**config.mk**
```make
export PLATFORM = sky130hd
export DESIGN_NAME = ack_paced_message_segmenter_core
export DESIGN_NICKNAME = d
export VERILOG_FILES = /design/src/hw/rtl/aps_pkg.sv /design/src/hw/rtl/aps_front.sv /design/src/hw/rtl/aps_queue.sv /design/src/hw/rtl/aps_back.sv /design/src/hw/rtl/ack_paced_message_segmenter_core.sv
export SDC_FILE = /design/constraint.sdc
export NUM_CORES = 1
export LEC_CHECK = 0
export ABC_CLOCK_PERIOD_IN_PS = 7300
export BUFFER_PORTS_ARGS = -buffer_cell sky130_fd_sc_hd__clkbuf_2
export CAP_MARGIN = 20
export CORE_UTILIZATION = 42
export CTS_CLUSTER_DIAMETER = 120
export CTS_CLUSTER_SIZE = 24
export DETAILED_ROUTE_END_ITERATION = 10
export HOLD_SLACK_MARGIN = 0.02
export PLACE_DENSITY = 0.66
export SETUP_SLACK_MARGIN = 0.3
export SLEW_MARGIN = 0
export SYNTH_ARGS = -nofsm -noshare
export SYNTH_HDL_FRONTEND = slang
export SYNTH_SLANG_ARGS = --single-unit
```
**constraint.sdc**
```tcl
create_clock -name clk_i -period 7.3 [get_ports clk_i]
set_input_delay 0 -clock clk_i [delete_from_list [all_inputs] [get_ports clk_i]]
set_output_delay 0 -clock clk_i [all_outputs]
set_load 0.02 [all_outputs]
```
**src/hw/rtl/aps_pkg.sv**
```systemverilog
`timescale 1ns / 1ps
package aps_pkg;

  localparam int unsigned HeaderBytes = 5;
  localparam int unsigned NumChannels = 3;
  localparam int unsigned QueueDepth  = 2;

  // Input mode codes.
  localparam logic [2:0] MODE_START   = 3'd0;
  localparam logic [2:0] MODE_ACK     = 3'd1;
  localparam logic [2:0] MODE_TIMEOUT = 3'd2;
  localparam logic [2:0] MODE_FAIL    = 3'd3;
  localparam logic [2:0] MODE_CLEAR   = 3'd4;

  // Channel codes.
  localparam logic [1:0] CH_GENERAL = 2'd0;
  localparam logic [1:0] CH_VEHICLE = 2'd1;
  localparam logic [1:0] CH_CAN     = 2'd2;
  localparam logic [1:0] CH_INVALID = 2'd3;

  // Result kind codes.
  localparam logic [2:0] KIND_CTRL     = 3'd0;
  localparam logic [2:0] KIND_DATA     = 3'd1;
  localparam logic [2:0] KIND_BUSY     = 3'd2;
  localparam logic [2:0] KIND_COMPLETE = 3'd3;
  localparam logic [2:0] KIND_TIMEOUT  = 3'd4;
  localparam logic [2:0] KIND_FAIL     = 3'd5;

  // Configuration register indexes.
  localparam logic [1:0] REG_VEHICLE_CMD = 2'd0;
  localparam logic [1:0] REG_CAN_CMD     = 2'd1;

  typedef enum logic [2:0] {
    OP_START,
    OP_ACK,
    OP_TIMEOUT,
    OP_FAIL,
    OP_CLEAR
  } op_e;

  typedef struct packed {
    op_e         op;
    logic [1:0]  ch;
    logic [15:0] command;
    logic [23:0] length;
    logic [31:0] address;
  } op_t;

  typedef struct packed {
    logic [2:0]  kind;
    logic [1:0]  channel;
    logic [7:0]  transfer_id;
    logic [23:0] packet_offset;
    logic [23:0] frame_length;
    logic [39:0] header_word;
    logic [2:0]  header_first;
    logic [2:0]  header_count;
    logic [31:0] content_read_address;
    logic [12:0] content_count;
    logic [12:0] payload_length;
  } result_t;

  typedef struct packed {
    logic valid;
    logic ready;
  } hs_t;

endpackage

```
**src/hw/rtl/aps_front.sv**
```systemverilog
`timescale 1ns / 1ps
module aps_front import aps_pkg::*; (
  input  logic        in_valid_i,
  input  logic [2:0]  mode_i,
  input  logic [1:0]  channel_i,
  input  logic [15:0] command_i,
  input  logic [23:0] length_i,
  input  logic [31:0] address_i,
  input  logic [15:0] vehicle_cmd_i,
  input  logic [15:0] can_cmd_i,
  output logic        push_o,
  output op_t         op_o
);

  logic [1:0] start_ch;

  // The vehicle channel wins when both codes match.
  always_comb begin
    if (command_i == vehicle_cmd_i) begin
      start_ch = CH_VEHICLE;
    end else if (command_i == can_cmd_i) begin
      start_ch = CH_CAN;
    end else begin
      start_ch = CH_GENERAL;
    end
  end

  always_comb begin
    op_o.command = command_i;
    op_o.length  = length_i;
    op_o.address = address_i;
    op_o.ch      = channel_i;
    op_o.op      = OP_CLEAR;
    push_o       = 1'b0;
    case (mode_i)
      MODE_START: begin
        op_o.op = OP_START;
        op_o.ch = start_ch;
        push_o  = in_valid_i;
      end
      MODE_ACK: begin
        op_o.op = OP_ACK;
        push_o  = in_valid_i && (channel_i != CH_INVALID);
      end
      MODE_TIMEOUT: begin
        op_o.op = OP_TIMEOUT;
        push_o  = in_valid_i && (channel_i != CH_INVALID);
      end
      MODE_FAIL: begin
        op_o.op = OP_FAIL;
        push_o  = in_valid_i && (channel_i != CH_INVALID);
      end
      MODE_CLEAR: begin
        // Reset all touches every channel, so the channel field is not carried.
        op_o.op = OP_CLEAR;
        op_o.ch = CH_GENERAL;
        push_o  = in_valid_i;
      end
      default: begin
        // Unknown modes are consumed and dropped here.
        push_o = 1'b0;
      end
    endcase
  end

endmodule

```
**src/hw/rtl/aps_queue.sv**
```systemverilog
`timescale 1ns / 1ps
module aps_queue import aps_pkg::*; (
  input  logic clk_i,
  input  logic rst_ni,
  input  logic push_i,
  input  op_t  op_i,
  output logic full_o,
  input  logic pop_i,
  output logic empty_o,
  output op_t  op_o
);

  localparam int unsigned PtrW = $clog2(QueueDepth);
  localparam int unsigned CntW = $clog2(QueueDepth + 1);

  op_t            mem_q [QueueDepth];
  logic [PtrW-1:0] wr_ptr_q, wr_ptr_d, rd_ptr_q, rd_ptr_d;
  logic [CntW-1:0] count_q, count_d;
  logic            do_push, do_pop;

  assign full_o  = (count_q == CntW'(QueueDepth));
  assign empty_o = (count_q == '0);
  assign do_push = push_i && !full_o;
  assign do_pop  = pop_i && !empty_o;
  assign op_o    = mem_q[rd_ptr_q];

  always_comb begin
    wr_ptr_d = wr_ptr_q;
    rd_ptr_d = rd_ptr_q;
    count_d  = count_q;
    if (do_push) begin
      wr_ptr_d = (wr_ptr_q == PtrW'(QueueDepth - 1)) ? '0 : wr_ptr_q + 1'b1;
    end
    if (do_pop) begin
      rd_ptr_d = (rd_ptr_q == PtrW'(QueueDepth - 1)) ? '0 : rd_ptr_q + 1'b1;
    end
    if (do_push && !do_pop) begin
      count_d = count_q + 1'b1;
    end else if (do_pop && !do_push) begin
      count_d = count_q - 1'b1;
    end
  end

  always_ff @(posedge clk_i or negedge rst_ni) begin
    if (!rst_ni) begin
      wr_ptr_q <= '0;
      rd_ptr_q <= '0;
      count_q  <= '0;
    end else begin
      wr_ptr_q <= wr_ptr_d;
      rd_ptr_q <= rd_ptr_d;
      count_q  <= count_d;
    end
  end

  always_ff @(posedge clk_i) begin
    if (do_push) begin
      mem_q[wr_ptr_q] <= op_i;
    end
  end

endmodule

```
**src/hw/rtl/aps_back.sv**
```systemverilog
`timescale 1ns / 1ps
module aps_back import aps_pkg::*; #(
  parameter int unsigned CHUNK_BYTES = 128
) (
  input  logic    clk_i,
  input  logic    rst_ni,
  input  logic    empty_i,
  input  op_t     op_i,
  output logic    pop_o,
  output hs_t     out_hs_o,
  input  logic    out_ready_i,
  output result_t result_o
);

  localparam logic [12:0] Chunk  = 13'(CHUNK_BYTES);
  localparam logic [2:0]  HdrLen = 3'(HeaderBytes);

  logic [7:0]  active_q   [NumChannels];
  logic [2:0]  hdr_left_q [NumChannels];
  logic [23:0] cnt_left_q [NumChannels];
  logic [23:0] offset_q   [NumChannels];
  logic [15:0] cmd_q      [NumChannels];
  logic [23:0] len_q      [NumChannels];
  logic [31:0] addr_q     [NumChannels];
  logic [7:0]  id_q, id_d, next_id;

  logic        out_valid_q, out_valid_d;
  result_t     result_q, result_d;
  logic        emit;

  logic [1:0]  ch;
  logic [7:0]  cur_id;
  logic [2:0]  hl, hcount, hfirst;
  logic [23:0] cl;
  logic [12:0] room, ccount;

  assign ch      = op_i.ch;
  assign pop_o   = !empty_i && (!out_valid_q || out_ready_i);
  assign next_id = (id_q == 8'hFF) ? 8'h01 : id_q + 8'h01;

  assign cur_id = active_q[ch];
  assign hl     = hdr_left_q[ch];
  assign cl     = cnt_left_q[ch];

  // Header bytes go out first, content fills the rest of the chunk.
  always_comb begin
    hcount = ({10'b0, hl} < Chunk) ? hl : Chunk[2:0];
    hfirst = (hcount != 3'd0) ? (HdrLen - hl) : 3'd0;
    room   = Chunk - {10'b0, hcount};
    if ((cl != 24'd0) && ({10'b0, hcount} < Chunk)) begin
      ccount = ({11'b0, room} > cl) ? cl[12:0] : room;
    end else begin
      ccount = 13'd0;
    end
  end

  always_comb begin
    emit     = 1'b0;
    id_d     = id_q;
    result_d = '0;
    result_d.channel     = ch;
    result_d.transfer_id = cur_id;
    if (pop_o) begin
      case (op_i.op)
        OP_START: begin
          emit = 1'b1;
          if (cur_id != 8'd0) begin
            result_d.kind = KIND_BUSY;
          end else begin
            id_d                  = next_id;
            result_d.kind         = KIND_CTRL;
            result_d.transfer_id  = next_id;
            result_d.frame_length = op_i.length + 24'(HeaderBytes);
          end
        end
        OP_ACK: begin
          if (cur_id != 8'd0) begin
            emit = 1'b1;
            if ((hl == 3'd0) && (cl == 24'd0)) begin
              result_d.kind = KIND_COMPLETE;
            end else begin
              result_d.kind                 = KIND_DATA;
              result_d.packet_offset        = offset_q[ch];
              result_d.header_word          = {cmd_q[ch], len_q[ch]};
              result_d.header_first         = hfirst;
              result_d.header_count         = hcount;
              result_d.content_read_address = (ccount != 13'd0) ? addr_q[ch] : 32'd0;
              result_d.content_count        = ccount;
              result_d.payload_length       = {10'b0, hcount} + ccount;
            end
          end
        end
        OP_TIMEOUT: begin
          emit          = (cur_id != 8'd0);
          result_d.kind = KIND_TIMEOUT;
        end
        OP_FAIL: begin
          emit          = (cur_id != 8'd0);
          result_d.kind = KIND_FAIL;
        end
        default: begin
          emit = 1'b0;
        end
      endcase
    end
  end

  always_comb begin
    out_valid_d = out_valid_q;
    if (emit) begin
      out_valid_d = 1'b1;
    end else if (out_ready_i) begin
      out_valid_d = 1'b0;
    end
  end

  always_ff @(posedge clk_i or negedge rst_ni) begin
    if (!rst_ni) begin
      out_valid_q <= 1'b0;
      id_q        <= '0;
      for (int i = 0; i < NumChannels; i++) begin
        active_q[i]   <= '0;
        hdr_left_q[i] <= '0;
        cnt_left_q[i] <= '0;
        offset_q[i]   <= '0;
        cmd_q[i]      <= '0;
        len_q[i]      <= '0;
        addr_q[i]     <= '0;
      end
    end else begin
      out_valid_q <= out_valid_d;
      id_q        <= id_d;
      if (pop_o) begin
        case (op_i.op)
          OP_START: begin
            if (cur_id == 8'd0) begin
              active_q[ch]   <= next_id;
              hdr_left_q[ch] <= HdrLen;
              cnt_left_q[ch] <= op_i.length;
              offset_q[ch]   <= '0;
              cmd_q[ch]      <= op_i.command;
              len_q[ch]      <= op_i.length;
              addr_q[ch]     <= op_i.address;
            end
          end
          OP_ACK: begin
            if (cur_id != 8'd0) begin
              if ((hl == 3'd0) && (cl == 24'd0)) begin
                active_q[ch] <= '0;
              end else begin
                hdr_left_q[ch] <= hl - hcount;
                cnt_left_q[ch] <= cl - {11'b0, ccount};
                offset_q[ch]   <= offset_q[ch] + {21'b0, hcount} + {11'b0, ccount};
                addr_q[ch]     <= addr_q[ch] + {19'b0, ccount};
              end
            end
          end
          OP_TIMEOUT, OP_FAIL: begin
            active_q[ch] <= '0;
          end
          OP_CLEAR: begin
            for (int i = 0; i < NumChannels; i++) begin
              active_q[i] <= '0;
            end
          end
          default: begin
            active_q[ch] <= active_q[ch];
          end
        endcase
      end
    end
  end

  always_ff @(posedge clk_i) begin
    if (emit) begin
      result_q <= result_d;
    end
  end

  assign out_hs_o.valid = out_valid_q;
  assign out_hs_o.ready = pop_o;
  assign result_o       = result_q;

endmodule

```
**src/hw/rtl/ack_paced_message_segmenter_core.sv**
```systemverilog
`timescale 1ns / 1ps
// Acknowledge-paced message segmenter with three transfer channels.
// Event words enter on the s_axis channel: tuser carries the mode (start,
// ack, timeout, send failed, reset all) and tdata the channel and message.
// Each word causes zero or one result word on the m_axis channel: tuser
// carries the result kind and tdata the descriptor fields.
// The cfg channel writes the two command codes that route a start to the
// vehicle information or CAN channel; it is always ready and should only
// be written while no event is in flight.
// A front stage classifies events and drops unknown modes and acks,
// timeouts and failures on the invalid channel; a two-entry queue
// feeds the back stage, which updates the channel state and loads the
// output register. One word is accepted per cycle while the queue is
// not full; the back stage stalls while the output register holds a
// result not yet taken.
// When the receiver stalls, the result holds in the output register, the
// queue fills and s_axis_tready falls once both entries are taken.
// Reset clears all channels, the id counter, the queue and both codes.
module ack_paced_message_segmenter_core import aps_pkg::*; #(
  parameter int unsigned CHUNK_BYTES = 128
) (
  input  logic         clk_i,
  input  logic         rst_ni,
  input  logic         s_axis_tvalid,
  output logic         s_axis_tready,
  // channel[1:0], command[17:2], content_length[41:18], content_address[73:42]
  input  logic [79:0]  s_axis_tdata,
  // mode[2:0]
  input  logic [2:0]   s_axis_tuser,
  output logic         m_axis_tvalid,
  input  logic         m_axis_tready,
  // out_channel[1:0], transfer_id[9:2], packet_offset[33:10],
  // frame_length[57:34], header_word[97:58], header_first[100:98],
  // header_count[103:101], content_read_address[135:104],
  // content_count[148:136], payload_length[161:149]
  output logic [167:0] m_axis_tdata,
  // kind[2:0]
  output logic [2:0]   m_axis_tuser,
  input  logic         cfg_valid_i,
  output logic         cfg_ready_o,
  input  logic [1:0]   cfg_index_i,
  input  logic [15:0]  cfg_data_i
);

  logic [15:0] vehicle_cmd_q, can_cmd_q;
  logic        push, full, empty, pop;
  op_t         front_op, queue_op;
  hs_t         out_hs;
  result_t     res;

  assign cfg_ready_o = 1'b1;

  always_ff @(posedge clk_i or negedge rst_ni) begin
    if (!rst_ni) begin
      vehicle_cmd_q <= '0;
      can_cmd_q     <= '0;
    end else if (cfg_valid_i) begin
      case (cfg_index_i)
        REG_VEHICLE_CMD: vehicle_cmd_q <= cfg_data_i;
        REG_CAN_CMD:     can_cmd_q     <= cfg_data_i;
        default: begin
          vehicle_cmd_q <= vehicle_cmd_q;
        end
      endcase
    end
  end

  assign s_axis_tready = !full;

  aps_front u_front (
    .in_valid_i    (s_axis_tvalid),
    .mode_i        (s_axis_tuser),
    .channel_i     (s_axis_tdata[1:0]),
    .command_i     (s_axis_tdata[17:2]),
    .length_i      (s_axis_tdata[41:18]),
    .address_i     (s_axis_tdata[73:42]),
    .vehicle_cmd_i (vehicle_cmd_q),
    .can_cmd_i     (can_cmd_q),
    .push_o        (push),
    .op_o          (front_op)
  );

  aps_queue u_queue (
    .clk_i   (clk_i),
    .rst_ni  (rst_ni),
    .push_i  (push),
    .op_i    (front_op),
    .full_o  (full),
    .pop_i   (pop),
    .empty_o (empty),
    .op_o    (queue_op)
  );

  aps_back #(
    .CHUNK_BYTES (CHUNK_BYTES)
  ) u_back (
    .clk_i       (clk_i),
    .rst_ni      (rst_ni),
    .empty_i     (empty),
    .op_i        (queue_op),
    .pop_o       (pop),
    .out_hs_o    (out_hs),
    .out_ready_i (m_axis_tready),
    .result_o    (res)
  );

  assign m_axis_tvalid = out_hs.valid;
  assign m_axis_tuser  = res.kind;
  assign m_axis_tdata  = {6'b0, res.payload_length, res.content_count,
                          res.content_read_address, res.header_count,
                          res.header_first, res.header_word, res.frame_length,
                          res.packet_offset, res.transfer_id, res.channel};

endmodule

```
# Word level (Yosys, flattened, before mapping)
# Memories as Yosys holds them, arrays and structs flattened.
# Cells that the tools add are included.
# W data, S select, Z words.
[word_totals]
memories = 1
mem_bits_rw = 154
inputBits = 106
regBits = 603
[op_classes]
bitwise = 14
n_lt_le_gt_ge = 3
eq_ne = 18
addsub = 14
n_reduce_logical = 41
n_mux = 97
[memory_table]
columns = ["memory", "words", "width", "rd", "rd_clocked_by_memory_dff", "wr", "line_no", "text"]
rows = [
  ["u_queue.mem_q", 2, 77, 1, 0, 1, "aps_queue.sv:16", "op_t mem_q [QueueDepth];"],
]
[ops]
columns = ["operator", "n"]
rows = [
  ["$mux W72", 6],
  ["$mux W24", 15],
  ["$mux W104", 3],
  ["$bwmux W72", 4],
  ["$mux W96", 3],
  ["$pmux W72 S2", 2],
  ["$bwmux W96", 2],
  ["$pmux W96 S2", 1],
  ["$mux W160", 1],
  ["$bmux W24 S2", 3],
  ["$mux W32", 4],
  ["$pmux W24 S4", 1],
  ["$and A72 B72 Y72", 1],
  ["$not A72 Y72", 1],
  ["$bmux W32 S2", 1],
  ["$demux W32 S2", 1],
  ["$bwmux W24", 2],
  ["$bwmux W48", 1],
  ["$demux W24 S2", 1],
  ["$mux W16", 3],
  ["$mux W8", 6],
  ["$add A32 B13 Y32", 1],
  ["$bmux W16 S2", 1],
  ["$demux W16 S2", 1],
  ["other kinds (66)", 122],
]

# Depth between registers and ports, before layout
# An unclocked memory read counts as a cell.
[logic_depth]
depth_word = 15
ltp_mapped = 33

# By module
# Synthesis repeated with hierarchy kept, for this count alone.
[unflattened]
hier_cells = 3129
area_unflattened_um2 = 36158.4
[by_module_without_submodules]
columns = ["module", "instances", "seq_area_each_um2", "cells_each", "area_per_inst_um2"]
rows = [
  ["aps_back", 1, 15014.4, 2666, 28094.4],
  ["aps_queue", 1, 4724.5, 259, 5833.1],
  ["ack_paced_message_segmenter_core", 1, 800.8, 78, 1276.2],
  ["aps_front", 1, 0.0, 126, 954.7],
]

# Least setup slack after synthesis
# No wires, ideal clock.
[synth_timing]
path_type = "reg-to-reg"
startpoint = "register u_queue.rd_ptr_q"
endpoint = "register u_back.offset_q[19] (netlist bit)"
path_slack_ns = 0.379
period_less_slack_ns = 6.921
setup_time_ns = 0.121
path_stages_with_launch = 34
t_arrival_ns = 6.800
required_time_ns = 7.179
path_cell_list = "dfrtp_1 -> buf_6 -> mux2i_4 -> inv_4 -> buf_6 -> mux2i_1 -> nor2_2 -> a21oi_4 -> inv_2 -> nor2_1 -> ha_1 -> clkbuf_1 -> inv_1 -> ha_1 -> nand2_1 -> nor3_1 -> and3_1 -> mux2i_1 -> nand3_2 -> mux2i_1 -> or2_2 -> inv_1 -> fa_1 -> ha_1 -> fa_1 -> a21o_1 -> a21oi_1 -> o21bai_1 -> a2111oi_0 -> o31ai_1 -> a21oi_1 -> nor4_1 -> xnor2_1 -> a22o_1"
[synth_between]
elab_chain_len = 14
word_cells_on_any_way = 45
classes_between = "add/sub: 3; order compare: 3; eq/ne: 4; mux: 21; bitwise: 3; reduce/logical: 10; memory: 1"
[synth_rtl]
columns = ["item", "line_no", "text"]
rows = [
  ["from (decl)", "aps_queue.sv:17", "logic [PtrW-1:0] wr_ptr_q, wr_ptr_d, rd_ptr_q, rd_ptr_d;"],
  ["from (signal assigned)", "aps_queue.sv:51", "rd_ptr_q <= rd_ptr_d;"],
  ["$mem_v2 Z2 W77 (*)", "-", ""],
  ["$not A2 Y3 (not written as such) (*)", "aps_back.sv:42", "assign hl = hdr_left_q[ch];"],
  ["$bmux W3 S2 (*)", "aps_back.sv:42", ""],
  ["$mux W3 (not written as such) (*) (2 in series)", "aps_back.sv:42", ""],
  ["named net u_back.hcount[1]", "aps_back.sv:33", "logic [2:0] hl, hcount, hfirst;"],
  ["$sub A8 B3 Y9 (*)", "aps_back.sv:49", "room = Chunk - {10'b0, hcount};"],
  ["$gt A13 B24 Y1", "aps_back.sv:51", "ccount = ({11'b0, room} > cl) ? cl[12:0] : room;"],
  ["$mux W13 (*)", "aps_back.sv:51", ""],
  ["$mux W13 (*)", "aps_back.sv:50", "if ((cl != 24'd0) && ({10'b0, hcount} < Chunk)) begin"],
  ["named net u_back.ccount[1]", "aps_back.sv:35", "logic [12:0] room, ccount;"],
  ["$add A24 B13 Y24 (*)", "aps_back.sv:153", "offset_q[ch] <= offset_q[ch] + {21'b0, hcount} + {11'b0, ccount};"],
  ["$bwmux W72 (*)", "aps_back.sv:153", ""],
  ["$mux W72 (*)", "aps_back.sv:148", "if ((hl == 3'd0) && (cl == 24'd0)) begin"],
  ["$mux W72 (*)", "aps_back.sv:147", "if (cur_id != 8'd0) begin"],
  ["$pmux W72 S2 (*)", "aps_back.sv:134", "case (op_i.op)"],
  ["to (signal, indexed assignment)", "aps_back.sv:153", ""],
  ["to (decl)", "aps_back.sv:21", "logic [23:0] offset_q [NumChannels];"],
]
# Mark *: on every way through the listed nets, which the timed path passes. The rest lies on a longest branch. The select of a mux whose other input is x is not followed.
# A chain may end at the register's enable or synchronous reset.

# Final worst setup path
[layout_timing]
startpoint = "register u_queue.rd_ptr_q"
endpoint = "register u_back.offset_q[43] (netlist bit)"
# The elaborated chain is that of the path after synthesis.

==> tab_implementation.tex <==
\begin{tabular}{lr}
\hline
Metric & Value \\
\hline
\multicolumn{2}{l}{\textbf{Synthesis}} \\
\quad Synth Warn \# & 0 \\
\quad Top cells by area in the synthesized netlist & dfrtp\_1 31\%, edfxtp\_1 27\%, nand2\_1 5.0\% \\
\quad Share of the synthesized area in the top cell type & 31.28\% \\
\quad Cell area after synthesis & around 35,000 µm² \\
\quad Post-synthesis sequential area ratio & just under 60\% \\
\quad Number of register bits inferred by synthesis & between 700 and 800 \\
\quad Post-synthesis cell type with the largest combined area & dfrtp\_1 \\
\quad Synth unique cells & 93 \\
\quad Per-instance average area after synthesis & between 10 and 15 µm² \\
\quad Most used flip-flop cell after synthesis & dfrtp\_1 \\
\quad Post-synth EDFFs & roughly 320 \\
\quad Gate Count Post-Synth & 3,219 \\
\quad Asr flop ratio synth & about 58\% \\
\multicolumn{2}{l}{\textbf{Pwr}} \\
\quad Clock power frac & 14.6\% \\
\quad Fraction of power spent switching nets & approximately two fifths \\
\quad Static leakage power & 16.65 nW \\
\quad Power Dens Cells & 414.1 nW/µm² \\
\quad Peak supply drop & about 0.22 mV \\
\quad Proportion of power drawn by combinational gates & a little under half \\
\quad NetSw & 6.926 mW \\
\quad Internal cell power & 9.569 mW \\
\quad Sequential share of power & 39.9\% \\
\multicolumn{2}{l}{\textbf{Finish}} \\
\quad Most used cells in the layout excluding fill and tap cells & 463 x nand2\_1, 437 x dfrtp\_1, 322 x nor2\_1, 319 x edfxtp\_1, 304 x a21oi\_1 \\
\quad Area of all placed cells without fillers & 39,830 µm² \\
\quad Share of post-route cells with drive strength above 1 & 14.11\% \\
\quad Most frequent standard cell in the layout excluding fill and tap cells & nand2\_1 \\
\quad \# nets final & 3,724 \\
\quad Ant. Diodes & 0 \\
\quad Synth-to-layout area growth & 13.67\% \\
\multicolumn{2}{l}{\textbf{Detailed routing}} \\
\quad Total Routed Length & 90,210 µm \\
\quad Routed via count divided by cell count & about 5.4 \\
\quad Length of the first detailed-routing pass in iterations & 5 \\
\quad DR vias & 25,030 \\
\quad Remaining antenna violation count after routing & 0 \\
\quad First DRT Iteration DRCs & 2,109 \\
\quad Residual DRC & 0 \\
\quad DR WL/cell & 19.41 µm \\
\multicolumn{2}{l}{\textbf{CTS}} \\
\quad Clock edge transition at the registers on the reported setup and hold paths & between 0.1 and 0.15 ns \\
\quad Largest buffer count on any clock path & 3 \\
\quad H-tree levels & 2 \\
\quad Total clock sinks & about 760 \\
\quad Clock root buffer & clkbuf\_16 \\
\quad Clock tree from TritonCTS & done \\
\quad Clock latency at the later pin of the worst-skew pair & between 0.6 and 0.7 ns \\
\quad Number of buffers added by the clock tree synthesis step & 38 \\
\multicolumn{2}{l}{\textbf{GRT}} \\
\quad Total global routing track utilization & 21.11\% \\
\quad Overflow after GRT & 0 \\
\quad Antenna violations before repair & 3 \\
\quad Vias in the first global route & 24,816 \\
\quad Pin count of the biggest net entering global routing & 172 \\
\quad Wire length of the first global-routing pass & 141,800 µm \\
\multicolumn{2}{l}{\textbf{Timing}} \\
\quad Unrepaired setup endpoints after global routing & false \\
\quad Slew of the pin with the lowest slew margin & 1.118 ns \\
\quad Total negative slack for setup checks & 0 ns \\
\quad Portion of the clock cycle consumed by the worst path in the final layout & 90.90\% \\
\quad Slew Limit Headroom & 24.77\% \\
\quad Final period demand of the worst path & 6.636 ns \\
\quad Final hold violation count & 0 \\
\quad Total count of max-transition violations in the final report & 0 \\
\quad Count of endpoints failing setup in the final report & 0 \\
\quad Maximum clock frequency & 150.7 MHz \\
\quad Setup clock skew after layout & $\sim$0.037 ns \\
\multicolumn{2}{l}{\textbf{Critical path}} \\
\quad Worst setup slack for register-to-register paths & 0.66 ns \\
\quad Sum of buffers and inverters on the critical path & 4 \\
\quad Worst EP required & 7.85 ns \\
\quad Critical path's slowest cell & dfrtp\_4 \\
\quad Type of element capturing the critical path & register \\
\quad Kind of start point of the critical path & register \\
\quad Top fanout value on the critical path & 12 \\
\quad Largest stage delay, worst path & roughly 0.53 ns \\
\quad Critical path data arrival time & 7.18 ns \\
\quad Delay-heaviest family, CP & compound AO/OA/AOI/OAI gates \\
\quad Class of the most critical setup path & reg -> reg \\
\multicolumn{2}{l}{\textbf{Die}} \\
\quad Site row count & around 110 \\
\quad Die Footprint & 84,600 µm² \\
\quad Area of the core & a little over 80,000 µm² \\
\quad Chip height & 290.9 µm \\
\quad I/O pin count & 280 \\
\quad Die X & 290.9 µm \\
\quad Initial standard-cell utilization of the core & 42.54\% \\
\multicolumn{2}{l}{\textbf{Placed design}} \\
\quad Placement-stage cell area & 37,610 µm² \\
\quad Sum of net half-perimeters after detailed placement & between 50,000 and 60,000 µm \\
\quad Port Buf Inserts & 266 \\
\quad Final Wtd Congestion & 0.9096 \\
\multicolumn{2}{l}{\textbf{Job}} \\
\quad Number of violations of the max-capacitance limit & 0 \\
\multicolumn{2}{l}{\textbf{Status}} \\
\quad Status & complete, no violations \\
\multicolumn{2}{l}{\textbf{Min path}} \\
\quad Hold Path Class & in -> reg \\
\hline
\end{tabular}
## cells by family (layout without fill, tap and decap cells)
| family | Yosys count | in the layout | share of synthesized area [%] |
|---|---|---|---|
| other | 2 | 31 | 0.02143 |
| AO/OA/AOI/OAI | 812 | 812 | 13.85 |
| buffers and inverters | 234 | 564 | 3.160 |
| flip-flops | 757 | 757 | 58.61 |
| AND/OR/NAND/NOR | 1036 | 1036 | 13.10 |
| multiplexers | 188 | 188 | 5.605 |
| adder cells (fa/ha/maj) | 69 | 69 | 2.613 |
| XOR/XNOR | 121 | 121 | 3.045 |
## cell usage after synthesis (all sizes together) (21+ instances only)
cell type	number
mux2i	142
nand2	463
clkbuf	69
inv	50
mux2	46
a21oi	307
dfrtp	438
xor2	29
ha	62
nand3	29
xnor2	92
o2bb2ai	22
nor2	329
a22o	47
buf	115
o21ai	294
nor4	21
nor3	46
edfxtp	319
nor2b	31
and2	33
## flip-flops by register name, summed over array words and instances, names as in the netlist, 9 cells and up
name and count:
u_back.hdr_left_q 9, u_back.addr_q 96, u_back.cmd_q 48, vehicle_cmd_q 16, can_cmd_q 16, u_back.cnt_left_q 72, u_back.len_q 72, u_back.active_q 24
u_back.result_o 165, u_back.offset_q 72, u_queue.mem_q 154
## power by group through the flow
stage | clock, mW | combinational [mW] | sequential [mW]
2_1_floorplan | 0 | 4.85 | 6.94
3_3_place_gp | 0 | 7.26 | 6.64
3_5_place_dp | 0 | 7.36 | 6.68
4_1_cts | 2.48 | 7.45 | 6.59
5_1_grt | 2.61 | 8.28 | 6.73
6_report | 2.41 | 7.50 | 6.59
## layout make-up
cell class	instances	area [µm²]
clock buffer	63	1045
clock inverter	6	77.57
fill	7478	42540
inverter	50	200.2
multi-input combinational	2257	13620
sequential	757	20540
tap	1070	1339
timing repair buffer	445	3012
## metrics by stage
step	hold WS, ns	cells	worst slack (ns)	util [%]	total power [mW]
global route	0.1130	4648	0.3056	48.36	17.62
CTS	0.08707	4646	0.3322	48.28	16.51
finish	0.1247	4648	0.6639	48.36	16.49
global placement	-0.03246	4475	0.3216	45.66	13.90
floorplan	-0.2956	3248	0.3789	-	11.79
detailed placement	-0.03242	4475	0.1913	45.66	14.04
## worst register-to-register path: cells and delay by family, from the launching register on
family / cells / cell delay (ns)
DFF: 1 / 0.53
xor gates and xnor gates: 1 / 0.29
buffers and inverters: 4 / 0.54
AOI/OAI and AO/OA: 12 / 2.46
and+or+nand+nor: 4 / 0.75
muxes: 3 / 0.59
adders and majority gates: 4 / 1.42
## path summary, 6_finish.rpt
path / from / to / cells past startpoint
worst max-delay path: u_queue.rd_ptr_q$_DFFE_PN0P_ / u_back.offset_q[43]$_DFFE_PN0P_ / 28
worst min-delay path: s_axis_tdata[33] / u_queue.mem_q[0][47]$_DFFE_PP_ / 2
worst max register to register: u_queue.rd_ptr_q$_DFFE_PN0P_ / u_back.offset_q[43]$_DFFE_PN0P_ / 28
worst min register to register: u_back.cnt_left_q[32]$_DFFE_PN0P_ / u_back.cnt_left_q[32]$_DFFE_PN0P_ / 2
max in group asynchronous: rst_ni / u_queue.count_q[1]$_DFFE_PN0P_ / 4
min in group asynchronous: rst_ni / vehicle_cmd_q[2]$_DFFE_PN0P_ / 4
## metal layers
metal  vias up  wire [µm]  global-route usage [%]
met2       661      44340                   35.94
li1      12014          -                       -
met1     12226      39440                   28.43
met3       123       4387                   2.787
met5         -         35                       0
met4         6       2006                   5.394
## timing repair
action / in CTS / in global routing
cloned: 0 / 0
setup buffers: 0 / 2
pin swaps: 0 / 5
setup endpoints to repair: 15 / 79
hold buffers: 102 / 0
gates resized for setup: 2 / 9
hold endpoints to repair: 441 / 0
No activity file was read; power rests on OpenSTA's default activity.
